### config.mk
export PLATFORM = sky130hd
export DESIGN_NAME = utf16_to_utf8_transcoder_top_flat
export DESIGN_NICKNAME = d
export VERILOG_FILES = /design/src/rtl/u16u8_pkg.sv /design/src/rtl/u16u8_if.sv /design/src/rtl/utf16_to_utf8_transcoder_top.sv /design/src/flat_wrapper.sv
export SDC_FILE = /design/constraint.sdc
export NUM_CORES = 1
export LEC_CHECK = 0
export BUFFER_PORTS_ARGS = -buffer_cell sky130_fd_sc_hd__buf_2
export CORE_ASPECT_RATIO = 1.4
export CORE_UTILIZATION = 61
export CTS_CLUSTER_SIZE = 28
export DETAILED_ROUTE_END_ITERATION = 10
export PLACE_DENSITY = 0.91
export SYNTH_ARGS = -nofsm -noshare
export SYNTH_HDL_FRONTEND = slang
export SYNTH_SLANG_ARGS = --single-unit
### constraint.sdc
create_clock -name clk -period 8.1 [get_ports clk]
set_input_delay 2.025 -clock clk [delete_from_list [all_inputs] [get_ports clk]]
set_output_delay 2.025 -clock clk [all_outputs]
set_load 0.02 [all_outputs]
### src/rtl/u16u8_pkg.sv
// ----------------------------------------------------------------------------
// u16u8_pkg
// Types, constants and the UTF-8 encoder used by the transcoder top.
// ----------------------------------------------------------------------------
package u16u8_pkg;

  localparam logic [5:0]  HIGH_TAG    = 6'b110110;  // 0xD800-0xDBFF
  localparam logic [5:0]  LOW_TAG     = 6'b110111;  // 0xDC00-0xDFFF
  localparam logic [20:0] SUPP_BASE   = 21'h10000;
  localparam logic [20:0] LIMIT_ONE   = 21'h80;
  localparam logic [20:0] LIMIT_TWO   = 21'h800;
  localparam logic [20:0] LIMIT_THREE = 21'h10000;
  localparam logic [7:0]  LEAD_TWO    = 8'hC0;
  localparam logic [7:0]  LEAD_THREE  = 8'hE0;
  localparam logic [7:0]  LEAD_FOUR   = 8'hF0;
  localparam logic [7:0]  CONT_MARK   = 8'h80;

  // Up to four bytes of one code point, first byte in entry 0.
  typedef struct packed {
    logic [3:0][7:0] bytes;
    logic [2:0]      len;
  } utf8_seq_t;

  function automatic utf8_seq_t utf8_encode(input logic [20:0] c);
    utf8_seq_t s;
    s = '0;
    if (c < LIMIT_ONE) begin
      s.bytes[0] = c[7:0];
      s.len      = 3'd1;
    end else if (c < LIMIT_TWO) begin
      s.bytes[0] = LEAD_TWO | {3'b000, c[10:6]};
      s.bytes[1] = CONT_MARK | {2'b00, c[5:0]};
      s.len      = 3'd2;
    end else if (c < LIMIT_THREE) begin
      s.bytes[0] = LEAD_THREE | {4'b0000, c[15:12]};
      s.bytes[1] = CONT_MARK | {2'b00, c[11:6]};
      s.bytes[2] = CONT_MARK | {2'b00, c[5:0]};
      s.len      = 3'd3;
    end else begin
      s.bytes[0] = LEAD_FOUR | {5'b00000, c[20:18]};
      s.bytes[1] = CONT_MARK | {2'b00, c[17:12]};
      s.bytes[2] = CONT_MARK | {2'b00, c[11:6]};
      s.bytes[3] = CONT_MARK | {2'b00, c[5:0]};
      s.len      = 3'd4;
    end
    return s;
  endfunction

endpackage

### src/rtl/u16u8_if.sv
// ----------------------------------------------------------------------------
// u16u8 stream interfaces
// Valid/ready channels for UTF-16 code units in and UTF-8 bytes out.
// ----------------------------------------------------------------------------
interface u16u8_unit_if;
  logic        valid;
  logic        ready;
  logic [15:0] code_unit;
  logic        end_of_string;

  modport source (output valid, output code_unit, output end_of_string, input ready);
  modport sink   (input valid, input code_unit, input end_of_string, output ready);
endinterface

interface u16u8_byte_if;
  logic        valid;
  logic        ready;
  logic [7:0]  out_byte;
  logic        last_of_run;
  logic        is_terminator;
  logic [31:0] byte_count;

  modport source (output valid, output out_byte, output last_of_run,
                  output is_terminator, output byte_count, input ready);
  modport sink   (input valid, input out_byte, input last_of_run,
                  input is_terminator, input byte_count, output ready);
endinterface

### src/rtl/utf16_to_utf8_transcoder_top.sv
// The first byte of a unit is registered in the byte buffer and then in the
// output register. Bytes leave at one per cycle while byte_ch.ready allows; a
// unit (terminator included) holds the buffer until its last byte moves out,
// and a held high surrogate with no output does not load the buffer.
// Reset (rst, synchronous) drops any held surrogate, clears the byte count and
// empties the buffer and output register.
// ----------------------------------------------------------------------------
// utf16_to_utf8_transcoder_top
// Converts a stream of UTF-16 code units to UTF-8 bytes with a terminator.
// ----------------------------------------------------------------------------
module utf16_to_utf8_transcoder_top
  import u16u8_pkg::*;
(
  input  logic          clk,
  input  logic          rst,
  u16u8_unit_if.sink    unit_ch,
  u16u8_byte_if.source  byte_ch
);

  // Surrogate and count state.
  logic [15:0] held_unit;
  logic        held_valid;
  logic [31:0] bytes_so_far;

  // Byte buffer holding the results of one unit.
  logic        buf_valid;
  utf8_seq_t   buf_a;
  utf8_seq_t   buf_b;
  logic        buf_term;
  logic [31:0] buf_count;
  logic [2:0]  buf_idx;
  logic [2:0]  buf_total;

  // Output register.
  logic        out_valid;
  logic [7:0]  out_byte;
  logic        out_last;
  logic        out_term;
  logic [31:0] out_count;

  // Decode of the incoming unit.
  logic        accept;
  logic        load;
  logic        is_high;
  logic        is_low;
  logic        consumed;
  logic        keep_high;
  logic [20:0] pair_code;
  utf8_seq_t   seg_a;
  utf8_seq_t   seg_b;
  logic [2:0]  data_len;
  logic [2:0]  run_len;
  logic [32:0] count_sum;
  logic [31:0] count_sat;

  // Buffer drain.
  logic        move;
  logic        buf_last;
  logic [2:0]  b_off;
  logic [7:0]  sel_byte;

  assign is_high   = (unit_ch.code_unit[15:10] == HIGH_TAG);
  assign is_low    = (unit_ch.code_unit[15:10] == LOW_TAG);
  assign consumed  = held_valid && is_low;
  assign keep_high = !consumed && is_high && !unit_ch.end_of_string;
  assign pair_code = SUPP_BASE + {1'b0, held_unit[9:0], unit_ch.code_unit[9:0]};

  always_comb begin
    seg_a = '0;
    seg_b = '0;
    if (consumed) begin
      seg_a = utf8_encode(pair_code);
    end else if (held_valid) begin
      // An unpaired high surrogate goes out in its own three-byte form.
      seg_a = utf8_encode({5'b00000, held_unit});
    end
    if (!consumed && !keep_high) begin
      seg_b = utf8_encode({5'b00000, unit_ch.code_unit});
    end
  end

  assign data_len  = seg_a.len + seg_b.len;
  assign run_len   = data_len + {2'b00, unit_ch.end_of_string};
  assign count_sum = {1'b0, bytes_so_far} + {30'd0, data_len};
  assign count_sat = count_sum[32] ? 32'hFFFF_FFFF : count_sum[31:0];

  assign move     = buf_valid && (!out_valid || byte_ch.ready);
  assign buf_last = (buf_idx == (buf_total - 3'd1));
  assign b_off    = buf_idx - buf_a.len;

  always_comb begin
    if (buf_idx < buf_a.len) begin
      sel_byte = buf_a.bytes[buf_idx[1:0]];
    end else if (b_off < buf_b.len) begin
      sel_byte = buf_b.bytes[b_off[1:0]];
    end else begin
      sel_byte = 8'h00;
    end
  end

  // A new unit is taken while the last byte of the previous one moves out.
  assign unit_ch.ready = !buf_valid || (move && buf_last);
  assign accept        = unit_ch.valid && unit_ch.ready;
  assign load          = accept && (run_len != 3'd0);

  always_ff @(posedge clk) begin
    if (rst) begin
      held_unit    <= '0;
      held_valid   <= 1'b0;
      bytes_so_far <= '0;
      buf_valid    <= 1'b0;
      buf_idx      <= '0;
      out_valid    <= 1'b0;
    end else begin
      if (accept) begin
        held_valid   <= keep_high;
        held_unit    <= keep_high ? unit_ch.code_unit : 16'h0000;
        bytes_so_far <= unit_ch.end_of_string ? 32'd0 : count_sat;
      end

      if (move) begin
        out_valid <= 1'b1;
        out_byte  <= sel_byte;
        out_last  <= buf_last;
        out_term  <= buf_last && buf_term;
        out_count <= (buf_last && buf_term) ? buf_count : 32'd0;
        if (!buf_last) begin
          buf_idx <= buf_idx + 3'd1;
        end else if (!load) begin
          buf_valid <= 1'b0;
        end
      end else if (byte_ch.ready) begin
        out_valid <= 1'b0;
      end

      if (load) begin
        buf_valid <= 1'b1;
        buf_idx   <= '0;
        buf_a     <= seg_a;
        buf_b     <= seg_b;
        buf_term  <= unit_ch.end_of_string;
        buf_count <= count_sat;
        buf_total <= run_len;
      end
    end
  end

  assign byte_ch.valid         = out_valid;
  assign byte_ch.out_byte      = out_byte;
  assign byte_ch.last_of_run   = out_last;
  assign byte_ch.is_terminator = out_term;
  assign byte_ch.byte_count    = out_count;

  // The terminator always closes the run of its unit.
  a_term_is_last: assert property (@(posedge clk) disable iff (rst)
    out_valid && out_term |-> out_last)
    else $error("terminator beat without last_of_run");

  // The count is only carried on the terminator beat.
  a_count_on_term: assert property (@(posedge clk) disable iff (rst)
    out_valid && !out_term |-> (out_count == 32'd0))
    else $error("nonzero byte_count on a data beat");

  // Only a high surrogate is ever held.
  a_held_is_high: assert property (@(posedge clk) disable iff (rst)
    held_valid |-> (held_unit[15:10] == HIGH_TAG))
    else $error("held unit is not a high surrogate");

  // The drain index stays inside the loaded run.
  a_idx_in_run: assert property (@(posedge clk) disable iff (rst)
    buf_valid |-> (buf_idx < buf_total))
    else $error("buffer index beyond run length");

endmodule
### src/flat_wrapper.sv
// flat-port wrapper written by rule: the top's interface ports become plain ports
module utf16_to_utf8_transcoder_top_flat import u16u8_pkg::*;
  (clk, rst, unit_ch_valid, unit_ch_code_unit, unit_ch_end_of_string, unit_ch_ready, byte_ch_valid, byte_ch_out_byte, byte_ch_last_of_run, byte_ch_is_terminator, byte_ch_byte_count, byte_ch_ready);
  u16u8_unit_if unit_ch_i ();
  u16u8_byte_if byte_ch_i ();
  input  logic clk;
  input  logic rst;
  input wire logic [$bits(unit_ch_i.valid)-1:0] unit_ch_valid;
  input wire logic [$bits(unit_ch_i.code_unit)-1:0] unit_ch_code_unit;
  input wire logic [$bits(unit_ch_i.end_of_string)-1:0] unit_ch_end_of_string;
  output wire logic [$bits(unit_ch_i.ready)-1:0] unit_ch_ready;
  output wire logic [$bits(byte_ch_i.valid)-1:0] byte_ch_valid;
  output wire logic [$bits(byte_ch_i.out_byte)-1:0] byte_ch_out_byte;
  output wire logic [$bits(byte_ch_i.last_of_run)-1:0] byte_ch_last_of_run;
  output wire logic [$bits(byte_ch_i.is_terminator)-1:0] byte_ch_is_terminator;
  output wire logic [$bits(byte_ch_i.byte_count)-1:0] byte_ch_byte_count;
  input wire logic [$bits(byte_ch_i.ready)-1:0] byte_ch_ready;
  assign unit_ch_i.valid = unit_ch_valid;
  assign unit_ch_i.code_unit = unit_ch_code_unit;
  assign unit_ch_i.end_of_string = unit_ch_end_of_string;
  assign unit_ch_ready = unit_ch_i.ready;
  assign byte_ch_valid = byte_ch_i.valid;
  assign byte_ch_out_byte = byte_ch_i.out_byte;
  assign byte_ch_last_of_run = byte_ch_i.last_of_run;
  assign byte_ch_is_terminator = byte_ch_i.is_terminator;
  assign byte_ch_byte_count = byte_ch_i.byte_count;
  assign byte_ch_i.ready = byte_ch_ready;
  utf16_to_utf8_transcoder_top u_core (.clk(clk), .rst(rst), .unit_ch(unit_ch_i), .byte_ch(byte_ch_i));
endmodule
# Word level (Yosys, flattened, before mapping)
# Index checks and enable logic that the tools add are counted.
[word_totals]
output_inout_bits = 44
ff_bits = 202
ram_bits = 0
word_cells = 105
latch_bits = 0
rom_bits = 0
memories = 0
in_bits = 21
[op_classes]
n_bitwise = 3
shifts = 0
magnitude_cmp = 11
multipliers = 0
eq_ne = 3
n_mux = 30
reduce_logical = 27
div = 0
n_addsub = 7
[op_table]
columns = ["op", "count"]
rows = [
  ["$mux W32", 2],
  ["$mux W8", 7],
  ["$mux W16", 3],
  ["$mux W35", 1],
  ["$mux W17", 2],
  ["$add A32 B3 Y33", 1],
  ["$mux W11", 3],
  ["$bmux W8 S2", 2],
  ["$lt A16 B12 Y1 const B", 2],
  ["$lt A16 B8 Y1 const B", 2],
  ["$mux W27", 1],
  ["$mux W25", 1],
  ["$mux W24", 1],
  ["$add A17 B20 Y21 const A", 1],
  ["$lt A21 B12 Y1 const B", 1],
  ["$lt A21 B17 Y1 const B", 1],
  ["$lt A21 B8 Y1 const B", 1],
  ["$mux W19", 1],
  ["$eq A6 B6 Y1 const B", 2],
  ["$logic_and A1 B1 Y1", 9],
  ["$reduce_and A2 Y1", 4],
  ["$lt A2 B3 Y1 const B", 2],
  ["$lt A3 B3 Y1", 2],
  ["$reduce_bool A2 Y1", 3],
  ["14 further kinds", 26],
]

# Longest topological paths before layout
[depth]
ltp_word = 14
depth_mapped = 17
mapped_depth_nobuf = 14

# Least setup slack after synthesis
# Ideal clock, no wire load.
[synth_path]
path_kind = "input-to-reg"
startpoint = "input unit_ch_code_unit[9]"
endpoint = "register u_core.buf_a[0] (netlist bit) (enable)"
stages = 12
required_ps = 7639
setup_time_ps = 461
arrival_time_ps = 7031
setup_slack_ps = 608
path_cell_list = "clkbuf_1 -> or3_1 -> nor2_1 -> nand3_1 -> nand2b_1 -> o21ai_0 -> fa_1 -> ha_1 -> xor2_1 -> or3_1 -> a31oi_1 -> and2_1"
[synth_rtl]
columns = ["element", "line_no", "rtl"]
rows = [
  ["from (decl)", "flat_wrapper.sv:9", "input wire logic [$bits(unit_ch_i.code_unit)-1:0] unit_ch_code_unit;"],
  ["to (signal assigned)", "utf16_to_utf8_transcoder_top.sv:139", "buf_a <= seg_a;"],
  ["to (decl)", "utf16_to_utf8_transcoder_top.sv:27", "utf8_seq_t buf_a;"],
]

==> metrics.yaml <==
power_and_ir_drop:
  p_total_mw: 2.07
  power.leakage_nw: 3.91
  powerDensity_nw_per_um2: 202
  vdd_drop_max_v: 0.000133
yosys:
  synth_nets: 879
  synth_cell_types: 72
  syn_area_um2: 9240
  synthCells: 842
  seq_area_frac_synth: 0.552
  synth_edf_count: 134
  async_flop_share: 0
  ys_ff_latch: 188
  avgSynthCellArea_um2: 11.0
  dominantRegCellSynth: "edfxtp_1"
  ys.warnings.count: 0
setup_path:
  cp_num_cells: 14
  r2r_setup_slack_ns: 2.39
  worstPathRequired_ns: 8.44
  critPathLaunchType: "input port"
  cp.buffers_inverters: 2
  slowest_delay_ns: 0.71
  slowest_stage: "nor3_4"
  crit_family: "simple AND/OR/NAND/NOR gates"
  cp_max_fo: 17
  r2r-start: "u_core.held_unit[6]"
  cp-endpoint: "u_core.bytes_so_far[5]"
  crit_type: "input port to flip-flop"
  cp-startpoint: "unit_ch_code_unit[9]"
  end_kind: "flip-flop"
  reg2reg_depth: 15
  cp.arrival_ns: 7.09
  r2r_end: "u_core.bytes_so_far[5]"
  crit_chain: "buf_2 > or3_1 > nor2_1 > nand3_1 > nand2b_1 > o21ai_0 > fa_1 > inv_1 > fa_1 > nor2b_1 > o2111ai_1 > nor3_4 > nor2_1 > a221oi_1"
routing:
  wl_mm: 23.2
  vias: 7270
  via_per_inst: 6.69
  drt_iter0_drc: 467
  firstDrtPassIters: 6
  detail_route.wl_per_cell_um: 21.3
  drtAntennaViolNets: 0
  drc: 0
cts:
  cts_buffer_depth: 2
  postCtsSetupBuffers: 0
  htree_levels: 4
  cts_tree: "done"
  clock_sinks: 188
  numCtsBuffers: 17
  clk_pin_slew_worst_paths_ns: 0.08
  clock_latency_ns: 0.44
  cts_root_buf: "clkbuf_16"
  hold_buffers: 0
  post_cts_resized: 0
floorplanning:
  top_level_ports: 65
  core.rowCount: 52
  die_area_um2: 15700
  die_h_um: 148
  start_util: 0.631
  die_w_um: 106
  core_um2: 14600
sta:
  tns_ns: 0
  setup_viol: 0
  fin_crit_sh: 0.834
  final.min_clock_period_ns: 6.75
  fmax_mhz: 148
  rsz0062_at_grt: "false"
  slew_headroom: 0.336
  setup_slack_ns: 1.35
  hold_violations: 0
  worstMarginPinSlew_ns: 0.995
  fin_skew_ns: 0.0137
  slew_violations: 0
place:
  post_dp_cell_area_um2: 9660
  portBuffers: 64
  hpwlAfterDp_mm: 15.6
  place_congestion: 0.977
  post-place-ws_ns: 1.06
global_routing:
  grt_pass1_vias: 7055
  grt_pass1_wl_mm: 36.1
  track_usage: 0.306
  antenna_found_initial: 1
  overflow: 0
  grt_max_degree: 60
min_path:
  hp-class: "flip-flop to flip-flop"
finish:
  layout_commonest_cell: "edfxtp_1"
  antenna_cells: 0
  layout_common_cells: "edfxtp_1, nand2_1, buf_2, dfxtp_1, a21oi_1"
  multiInputGateArea_um2: 3780
  nFillCells: 1068
  drive_gt1_frac: 0.149
  stdcell_area_um2: 10200
  syn2layout_area_growth_pct: 10.9
  seqCellArea_um2: 5100
  nets: 921
run:
  maxCapViolCount: 0
status:
  status: "completed"
-- stage by stage --
stage | util | cells | hold WS [ns]
after detailed placement | 0.660 | 1054 | 0.456
after global placement | 0.660 | 1054 | 0.450
after floorplan | - | 842 | 0.441
after CTS | 0.700 | 1086 | 0.485
after global routing | 0.700 | 1086 | 0.510
final | 0.700 | 1086 | 0.482
-- worst min-delay path by stage --
stage	startpoint	end	slack [ns]	depth (start not counted)
global route	u_core.held_unit[14]	u_core.held_unit[14]	0.51	2
CTS	u_core.held_unit[14]	u_core.held_unit[14]	0.48	2
floorplan	u_core.bytes_so_far[0]	u_core.bytes_so_far[0]	0.44	2
finish	u_core.held_unit[14]	u_core.held_unit[14]	0.48	2
global placement	u_core.bytes_so_far[0]	u_core.bytes_so_far[0]	0.45	2
detailed placement	u_core.bytes_so_far[0]	u_core.bytes_so_far[0]	0.46	2
-- layout make-up --
type                       instances  area share
clock buffer                      18      0.0419
sequential                       188       0.498
inverter                          37      0.0136
clock inverter                    14      0.0155
timing repair buffer              72      0.0383
multi-input combinational        568       0.369
tap                              189      0.0231
-- per-layer routing --
| layer | GRT usage | share of wire |
|---|---|---|
| met1 | 0.331 | 0.34 |
| met5 | 0 | 0.00056 |
| met4 | 0.210 | 0.076 |
| met2 | 0.541 | 0.50 |
| met3 | 0.0547 | 0.076 |
-- cells by family (layout without fill, tap and decap cells) --
| logic type | count (synthesis) | count (layout) | synth area share |
|---|---|---|---|
| XOR/XNOR | 28 | 28 | 0.0280 |
| AND/OR/NAND/NOR | 295 | 295 | 0.166 |
| flip-flops | 188 | 188 | 0.552 |
| multiplexers | 26 | 26 | 0.0382 |
| adder cells (fa/ha/maj) | 16 | 16 | 0.0241 |
| buffers and inverters | 86 | 141 | 0.0386 |
| AO/OA/AOI/OAI | 203 | 203 | 0.153 |
-- cells in the mapped netlist (9+ instances only) --
cell type  instances  area share
a22o_1            18       0.017
nand4_1           14      0.0095
edfxtp_1         134        0.44
o21ai_0           35       0.019
nor3_1            20       0.011
a21oi_1           53       0.029
a31oi_1            9      0.0061
dfxtp_1           54        0.12
buf_2             13      0.0070
and3_1            46       0.031
nor2_1            50       0.020
clkbuf_1          33       0.013
nand2_1           92       0.037
and2_1            19       0.013
a211oi_1          10      0.0081
nand3_1           16      0.0087
inv_1             36       0.015
ha_1              13       0.018
mux2i_1           15       0.016
xnor2_1           19       0.018
-- sequential cells by signal, indices dropped and copies added, names as in the netlist, 3 cells and up --
register / flops
u_core.buf_a: 32
u_core.buf_count: 32
u_core.byte_ch.byte_count: 32
u_core.bytes_so_far: 32
u_core.buf_b: 24
u_core.held_unit: 16
u_core.byte_ch.out_byte: 8
u_core.buf_idx: 3
u_core.buf_total: 3
-- worst min-delay path, delay by kind of cell (launching register included) --
kind | cells | cell delay [ns]
flip-flops | 1 | 0.33
AND/OR/NAND/NOR | 1 | 0.06
AO/OA/AOI/OAI | 1 | 0.05
-- report_power, final --
part / switching (mW) / internal [mW]
Clock: 0.404 / 0.413
Combinational: 0.116 / 0.0538
Sequential: 0.0141 / 1.06
No activity file was read; power rests on OpenSTA's default activity.
